File: config.mk
export PLATFORM = sky130hd
export DESIGN_NAME = key_matrix_edge_tracker_flat
export DESIGN_NICKNAME = d
export VERILOG_FILES = /design/src/ket_pkg.sv /design/src/ket_stream_if.sv /design/src/ket_row_step.sv /design/src/key_matrix_edge_tracker.sv /design/src/flat_wrapper.sv
export SDC_FILE = /design/constraint.sdc
export NUM_CORES = 1
export LEC_CHECK = 0
export BUFFER_PORTS_ARGS = -buffer_cell sky130_fd_sc_hd__buf_2
export CORE_AREA = 3 3 40 42
export CTS_CLUSTER_DIAMETER = 50
export DETAILED_ROUTE_END_ITERATION = 10
export DIE_AREA = 0 0 43 45
export HOLD_SLACK_MARGIN = 0.02
export PLACE_DENSITY = 0.51
export REMOVE_ABC_BUFFERS = 1
export SYNTH_ARGS = -nofsm -noshare
export SYNTH_HDL_FRONTEND = slang
export SYNTH_SLANG_ARGS = --single-unit
export TNS_END_PERCENT = 1
File: constraint.sdc
create_clock -name i_clk -period 1.2 [get_ports i_clk]
set_clock_uncertainty 0.1 [all_clocks]
set_input_delay 0.06 -clock i_clk [delete_from_list [all_inputs] [get_ports i_clk]]
set_output_delay 0.06 -clock i_clk [all_outputs]
set_load 0.03 [all_outputs]
File: src/ket_pkg.sv
// Shared types and constants for the key matrix edge tracker.
// No dependencies; ket_row_step and the top level refer to this package.
package ket_pkg;

    localparam int RowW         = 3;
    localparam int ColW         = 17;
    localparam int RowsDefault  = 6;
    localparam int ColsDefault  = 17;

    // Per-key tracker state, two bits each
    typedef enum logic [1:0] {
        KEY_IDLE      = 2'd0,
        KEY_JUST      = 2'd1,
        KEY_HELD      = 2'd2,
        KEY_RELEASING = 2'd3
    } t_key_state;

    typedef struct packed {
        logic [RowW-1:0] row_number;
        logic [ColW-1:0] column_bits;
    } t_in_item;

    typedef struct packed {
        logic [RowW-1:0] row_echo;
        logic [ColW-1:0] just_pressed_mask;
        logic [ColW-1:0] held_mask;
        logic [ColW-1:0] releasing_mask;
    } t_out_item;

endpackage

File: src/ket_stream_if.sv
// Valid/ready stream channel carrying one payload item per handshake.
// The payload type is given by the instantiating scope (see ket_pkg).
interface ket_stream_if #(
    parameter type t_payload = logic
);
    logic     valid;
    logic     ready;
    t_payload data;

    modport source (output valid, output data, input ready);
    modport sink   (input valid, input data, output ready);
endinterface

File: src/ket_row_step.sv
// Steps every key tracker of one row and derives the state masks.
// Depends on ket_pkg for the tracker state encoding.
module ket_row_step #(
    parameter int NCOLS = ket_pkg::ColsDefault
) (
    input  ket_pkg::t_key_state [NCOLS-1:0] i_cur,
    input  logic [NCOLS-1:0]                i_keys,
    input  logic                            i_release_mode,
    output ket_pkg::t_key_state [NCOLS-1:0] o_next,
    output logic [NCOLS-1:0]                o_just,
    output logic [NCOLS-1:0]                o_held,
    output logic [NCOLS-1:0]                o_releasing
);

    always_comb begin
        for (int c = 0; c < NCOLS; c++) begin
            unique case (i_cur[c])
                ket_pkg::KEY_IDLE: begin
                    o_next[c] = i_keys[c] ? ket_pkg::KEY_JUST : ket_pkg::KEY_IDLE;
                end
                ket_pkg::KEY_JUST: begin
                    o_next[c] = i_keys[c] ? ket_pkg::KEY_HELD : ket_pkg::KEY_IDLE;
                end
                ket_pkg::KEY_HELD: begin
                    o_next[c] = i_keys[c] ? ket_pkg::KEY_HELD : ket_pkg::KEY_RELEASING;
                end
                ket_pkg::KEY_RELEASING: begin
                    // mode 1 always drops back to idle
                    if (i_release_mode || !i_keys[c]) begin
                        o_next[c] = ket_pkg::KEY_IDLE;
                    end else begin
                        o_next[c] = ket_pkg::KEY_RELEASING;
                    end
                end
                default: begin
                    o_next[c] = ket_pkg::KEY_IDLE;
                end
            endcase
            o_just[c]      = (o_next[c] == ket_pkg::KEY_JUST);
            o_held[c]      = (o_next[c] == ket_pkg::KEY_HELD);
            o_releasing[c] = (o_next[c] == ket_pkg::KEY_RELEASING);
        end
    end

endmodule

File: src/key_matrix_edge_tracker.sv
// Top level of the key matrix edge tracker: input register, tracker store,
// result register. Depends on ket_pkg, ket_stream_if and ket_row_step.
//
// Usage:
//   i_in carries one sampled row (row_number, column_bits). o_out returns
//   one result per item: the row echoed plus the just-pressed, held and
//   releasing masks of that row, read after its trackers were stepped.
//   i_cfg_we / i_cfg_wdata write release_mode (0: releasing waits for key
//   up, 1: releasing always returns to idle); write it only while idle.
// Path: an accepted item is held in the input register; its result is
//   loaded into the result register when the item advances and shows on o_out.
// Throughput: one item per cycle while o_out is not stalled. The row read,
//   the per-key step of all columns and the row write-back happen in the
//   cycle in which the item moves from the input register to the result
//   register, so items for the same row follow each other without a hazard.
// Rows at or above ROWS change no state and return all-zero masks.
// Reset (synchronous, active low): all trackers idle, release_mode 0,
//   both registers empty.
// Stall: while o_out.ready is low the result holds; the input register
//   still takes one more item, then i_in.ready drops until the result
//   is taken.
module key_matrix_edge_tracker #(
    parameter int ROWS = ket_pkg::RowsDefault,
    parameter int COLS = ket_pkg::ColsDefault
) (
    input  logic                 i_clk,
    input  logic                 i_rst_n,
    ket_stream_if.sink           i_in,
    ket_stream_if.source         o_out,
    input  logic                 i_cfg_we,
    input  logic                 i_cfg_wdata
);

    // Columns past the port width read as open and stay idle: no storage
    localparam int TrackCols = (COLS < ket_pkg::ColW) ? COLS : ket_pkg::ColW;
    localparam int RowIdxW   = (ROWS > 1) ? $clog2(ROWS) : 1;

    // Configuration
    logic r_release_mode;

    // Input register
    logic              r_in_valid;
    ket_pkg::t_in_item r_in;

    // Result register
    logic               r_out_valid;
    ket_pkg::t_out_item r_out;
    ket_pkg::t_out_item n_out;

    // Tracker store: one row of key states per matrix row
    ket_pkg::t_key_state [ROWS-1:0][TrackCols-1:0] r_track;

    logic                                w_accept;
    logic                                w_advance;
    logic [31:0]                         w_row_ext;
    logic                                w_in_range;
    logic [RowIdxW-1:0]                  w_idx;
    ket_pkg::t_key_state [TrackCols-1:0] w_cur;
    ket_pkg::t_key_state [TrackCols-1:0] w_next;
    logic [TrackCols-1:0]                w_just;
    logic [TrackCols-1:0]                w_held;
    logic [TrackCols-1:0]                w_rel;

    // Handshakes: advance moves the held item into the result register
    assign w_advance   = r_in_valid && (!r_out_valid || o_out.ready);
    assign i_in.ready  = !r_in_valid || w_advance;
    assign w_accept    = i_in.valid && i_in.ready;
    assign o_out.valid = r_out_valid;
    assign o_out.data  = r_out;

    // Row decode
    assign w_row_ext  = 32'(r_in.row_number);
    assign w_in_range = (w_row_ext < 32'(ROWS));
    assign w_idx      = w_row_ext[RowIdxW-1:0];
    assign w_cur      = r_track[w_idx];

    ket_row_step #(
        .NCOLS (TrackCols)
    ) u_step (
        .i_cur          (w_cur),
        .i_keys         (r_in.column_bits[TrackCols-1:0]),
        .i_release_mode (r_release_mode),
        .o_next         (w_next),
        .o_just         (w_just),
        .o_held         (w_held),
        .o_releasing    (w_rel)
    );

    // Build the result; out-of-range rows report nothing
    always_comb begin
        n_out.row_echo = r_in.row_number;
        if (w_in_range) begin
            n_out.just_pressed_mask = ket_pkg::ColW'(w_just);
            n_out.held_mask         = ket_pkg::ColW'(w_held);
            n_out.releasing_mask    = ket_pkg::ColW'(w_rel);
        end else begin
            n_out.just_pressed_mask = '0;
            n_out.held_mask         = '0;
            n_out.releasing_mask    = '0;
        end
    end

    // Control state
    always_ff @(posedge i_clk) begin
        if (!i_rst_n) begin
            r_in_valid     <= 1'b0;
            r_out_valid    <= 1'b0;
            r_release_mode <= 1'b0;
        end else begin
            if (w_accept) begin
                r_in_valid <= 1'b1;
            end else if (w_advance) begin
                r_in_valid <= 1'b0;
            end
            if (w_advance) begin
                r_out_valid <= 1'b1;
            end else if (o_out.ready) begin
                r_out_valid <= 1'b0;
            end
            if (i_cfg_we) begin
                r_release_mode <= i_cfg_wdata;
            end
        end
    end

    // Tracker store: clear on reset, write back the stepped row
    always_ff @(posedge i_clk) begin
        if (!i_rst_n) begin
            for (int r = 0; r < ROWS; r++) begin
                for (int c = 0; c < TrackCols; c++) begin
                    r_track[r][c] <= ket_pkg::KEY_IDLE;
                end
            end
        end else if (w_advance && w_in_range) begin
            r_track[w_idx] <= w_next;
        end
    end

    // Payload registers: hold unless loaded
    always_ff @(posedge i_clk) begin
        if (w_accept) begin
            r_in <= i_in.data;
        end
        if (w_advance) begin
            r_out <= n_out;
        end
    end

    // A key is in exactly one state, so the masks never overlap
    a_masks_disjoint: assert property (@(posedge i_clk) disable iff (!i_rst_n)
        r_out_valid |-> ((r_out.just_pressed_mask & r_out.held_mask) == '0 &&
                         (r_out.just_pressed_mask & r_out.releasing_mask) == '0 &&
                         (r_out.held_mask & r_out.releasing_mask) == '0))
        else $error("state masks overlap");

    // Rows outside the matrix report empty masks
    a_out_of_range_empty: assert property (@(posedge i_clk) disable iff (!i_rst_n)
        (r_out_valid && (32'(r_out.row_echo) >= 32'(ROWS))) |->
        (r_out.just_pressed_mask == '0 && r_out.held_mask == '0 &&
         r_out.releasing_mask == '0))
        else $error("out-of-range row reported keys");

    // Trackers change only when an item advances
    a_track_stable: assert property (@(posedge i_clk) disable iff (!i_rst_n)
        !w_advance |=> $stable(r_track))
        else $error("tracker store changed without an item");

    // An advancing item always lands in the result register
    a_advance_loads: assert property (@(posedge i_clk) disable iff (!i_rst_n)
        w_advance |=> r_out_valid)
        else $error("result lost after advance");

    // Never accept while a held item cannot move on
    a_no_overrun: assert property (@(posedge i_clk) disable iff (!i_rst_n)
        (r_in_valid && r_out_valid && !o_out.ready) |-> !i_in.ready)
        else $error("input register overrun");

endmodule
File: src/flat_wrapper.sv
// flat-port wrapper written by rule: the top's interface ports become plain ports
module key_matrix_edge_tracker_flat 
#(
    parameter int ROWS = ket_pkg::RowsDefault,
    parameter int COLS = ket_pkg::ColsDefault
)
  (i_clk, i_rst_n, i_cfg_we, i_cfg_wdata, i_in_valid, i_in_data, i_in_ready, o_out_valid, o_out_data, o_out_ready);
  ket_stream_if i_in_i ();
  ket_stream_if o_out_i ();
  input  logic i_clk;
  input  logic i_rst_n;
  input  logic i_cfg_we;
  input  logic i_cfg_wdata;
  input wire logic [$bits(i_in_i.valid)-1:0] i_in_valid;
  input wire logic [$bits(i_in_i.data)-1:0] i_in_data;
  output wire logic [$bits(i_in_i.ready)-1:0] i_in_ready;
  output wire logic [$bits(o_out_i.valid)-1:0] o_out_valid;
  output wire logic [$bits(o_out_i.data)-1:0] o_out_data;
  input wire logic [$bits(o_out_i.ready)-1:0] o_out_ready;
  assign i_in_i.valid = i_in_valid;
  assign i_in_i.data = i_in_data;
  assign i_in_ready = i_in_i.ready;
  assign o_out_valid = o_out_i.valid;
  assign o_out_data = o_out_i.data;
  assign o_out_i.ready = o_out_ready;
  key_matrix_edge_tracker #(.ROWS(ROWS), .COLS(COLS)) u_core (.i_clk(i_clk), .i_rst_n(i_rst_n), .i_in(i_in_i), .o_out(o_out_i), .i_cfg_we(i_cfg_we), .i_cfg_wdata(i_cfg_wdata));
endmodule
==> metrics.md <==
| Metric | Value |
|---|---|
| Adder-Cell Fraction of Synth Area | 0% |
| Worst setup SP type | flop |
| Normalized max-slew margin | 84.4% |
| RSZ-0062 raised after global routing | yes |
| Largest net degree at the start of global routing | 7 |
| Die span in x | about 43 um |
| Layout cells sized above 1 | 33.3% |
| Max Clk Rate | around 0.86 GHz |
| CP Class | flop to flop |
| Crit end category | flop |
| Clock Pin Slew Worst Setup and Hold Paths | roughly 0.050 ns |
| Synth area leader | dfxtp_1 |
| Worst Hold Endpoint | u_core.o_out.valid |
| Worst R2R End | u_core.r_track[0] |
| Htree depth | 1 |
| Library cells used by synthesis | 15 |
| Nets@finish | 59 |
| Hold Startpoint | o_out_ready |
| #FFs+latches synth | 7 |
| Post-CTS Repair Setup Buffers | 0 |
| Dpl hpwl | roughly 500 um |
| Final WL | between 600 and 700 um |
| Worst Path Required | between 1 and 1.5 ns |
| Number of I/O pins | 10 |
| Pwr Density | 1160 nW/um2 |
| Synth Area in Simple Gates | 25.1% |
| Port Buffer Count | 9 |
| GPL Wtd Cong | around 0.69 |
| Max Cap Violations | 0 |
| Core ar. | 1280 um2 |
| Most area-consuming cells after synthesis | dfxtp_1 34%, edfxtp_1 20%, mux2i_1 6.8% |
| Die ar. | 1940 um2 |
| Warnings from Yosys | 0 |
| Maximum vdd drop | 555 uV |
| Commonest non-fill, non-tap cells in the layout | 8 x buf_2, 5 x nor2_1, 5 x dlygate4sd3_1, 4 x buf_4, 4 x dfxtp_1 |
| Max-slew violations | 0 |
| Final setup vio count | 0 |
| Residual overflow from global routing | 0 |
| Hold path depth | 5 |
| Final hold violations | 0 |
| Average wire per standard cell | just under 10 um |
| Hold WC Path Type | input pin to flop |
| Most common cell after layout, fill and taps aside | buf_2 |
| First-pass GRT wire length | between 1000 and 1500 um |
| Gr usage total | ~8% |
| R2r setup slk | around 0.043 ns |
| Max Fanout on Critical Path | 2 |
| Worst reg2reg path depth | 3 |
| Cells after synthesis | 30 |
| Main combinational cell family by area after synthesis | simple AND/OR/NAND/NOR gates |
| Pre-CTS WS | roughly 0.022 ns |
| Synthesized area per cell | 9.80 um2 |
| Status | completed |
| Total Power | 0.542 mW |
| Post-synthesis mux area share | slightly below 7% |
| DR DRC count | 0 |
| Worst-margin pin slew | 0.230 ns |
| Number of diodes | 0 |
| Clock sinks | 7 |
| Synth Cell Area | roughly 290 um2 |
| Post-Route Utilization | 36.4% |
| Final min period | between 1 and 1.5 ns |
| Complex-gate fraction of the synthesized area | 11.1% |
| First-pass DRT Iterations | 4 |
| # fillers | between 100 and 150 |
| Final worst slack | ~0.043 ns |
| Routed vias/inst | 4.26 |
| Starting density of the core | between 20% and 30% |
| Arrival time at the worst endpoint | between 1 and 1.5 ns |
| CTS root buf | clkbuf_4 |
| Setup TNS | 0 ns |
| Seq/Total Area, Yosys | a little over half |
| Layout Cells excl Fill | 66 |
| TritonCTS clock tree | built |
| Synthesis-to-layout area growth | 59.1% |
| Initial DRC count | 8 |
| Initial antenna violation count | 0 |
| R2R Path Start | u_core.r_in[0] |
| CTS buffer count | 3 |
| Via count | around 280 |
| XOR/XNOR Fraction of Synth Area | 0% |
| Synth top area share | roughly a third |
| Skew-Pair Late Insertion Delay | about 0.24 ns |
| Vias in the first global route | roughly 280 |
| Post-DRT Antenna Nets | 0 |
| Tcrit/Tclk final | between 90% and 100% |
| Placed cells | 57 |
| LEAKAGE | 0.213 nW |
| Clock Path Buffers | 2 |
| Die extent in y | 45 um |
| Row cnt | 13 |
## critical path, stage by stage, from the launching register on
cell and delay (ns):
edfxtp_1 0.37, and3b_1 0.17, o21a_1 0.18, o221a_1 0.22
## kinds of logic (layout without fill, tap and decap cells)
logic type | after synthesis | in the layout
and+or+nand+nor | 15 | 15
DFF | 7 | 7
AOI/OAI and AO/OA | 4 | 4
muxes | 2 | 2
buffers and inverters | 2 | 23
## Yosys cell counts
master    instances
and3b_1           1
dfxtp_1           5
edfxtp_1          2
and2_1            2
a21oi_1           1
nand2_1           3
nor2_1            5
o311ai_0          1
nor2b_1           1
mux2i_1           2
o221a_1           1
nand3_1           2
nand2b_1          1
inv_1             2
o21a_1            1
## per-layer routing
layer / wire length [um] / vias up / global-route usage [%]
met4: 0 / 0 / 3.61
li1: - / 146 / -
met5: 0 / - / 0
met3: 22 / 0 / 4.78
met2: 356 / 5 / 13.8
met1: 270 / 130 / 7.84
## cell type report
class | instances | area [um2] | area share (%)
Sequential cell | 7 | 161 | 34.5
Timing Repair Buffer | 17 | 120 | 25.7
Clock buffer | 4 | 26.3 | 5.61
Inverter | 2 | 7.51 | 1.60
Tap cell | 15 | 18.8 | 4.01
Multi-Input combinational cell | 21 | 134 | 28.6
## power by group
part | switching (mW) | internal, mW
clock | 0.0789 | 0.126
combinational | 0.0304 | 0.0410
sequential | 0.00923 | 0.256
## through the flow
step / cell area (um2) / hold WS, ns
floorplan: 294 / 0.0589
global placement: 380 / 0.141
detailed placement: 380 / 0.144
CTS: 457 / 0.130
global route: 468 / 0.156
finish: 468 / 0.151
## sequential cells by signal (all words and copies together) (netlist names)
name / cells
u_core.r_track: 2
u_core.o_out.data: 1
u_core.o_out.valid: 1
u_core.r_in: 1
u_core.r_in_valid: 1
u_core.r_release_mode: 1
## timing repair
action                                  in CTS  in global routing
resized for setup                            0                  6
endpoints found under the setup margin       1                  2
pin swaps                                    1                  1
hold endpoints to repair                     5                  0
hold buffers                                 5                  0
## worst max path at each step
| stage | from | end | slack, ns |
|---|---|---|---|
| 2_1_floorplan | u_core.o_out.valid | u_core.r_in[0] | -0.33 |
| 3_3_place_gp | u_core.r_in[0] | u_core.r_track[0] | 0.04 |
| 3_5_place_dp | u_core.r_in[0] | u_core.r_track[0] | 0.02 |
| 4_1_cts | u_core.o_out.valid | i_in_ready | 0.01 |
| 5_1_grt | u_core.r_in[0] | u_core.r_track[0] | -0.01 |
| 6_report | u_core.r_in[0] | u_core.r_track[0] | 0.04 |
Power figures use the tool's default switching activity.
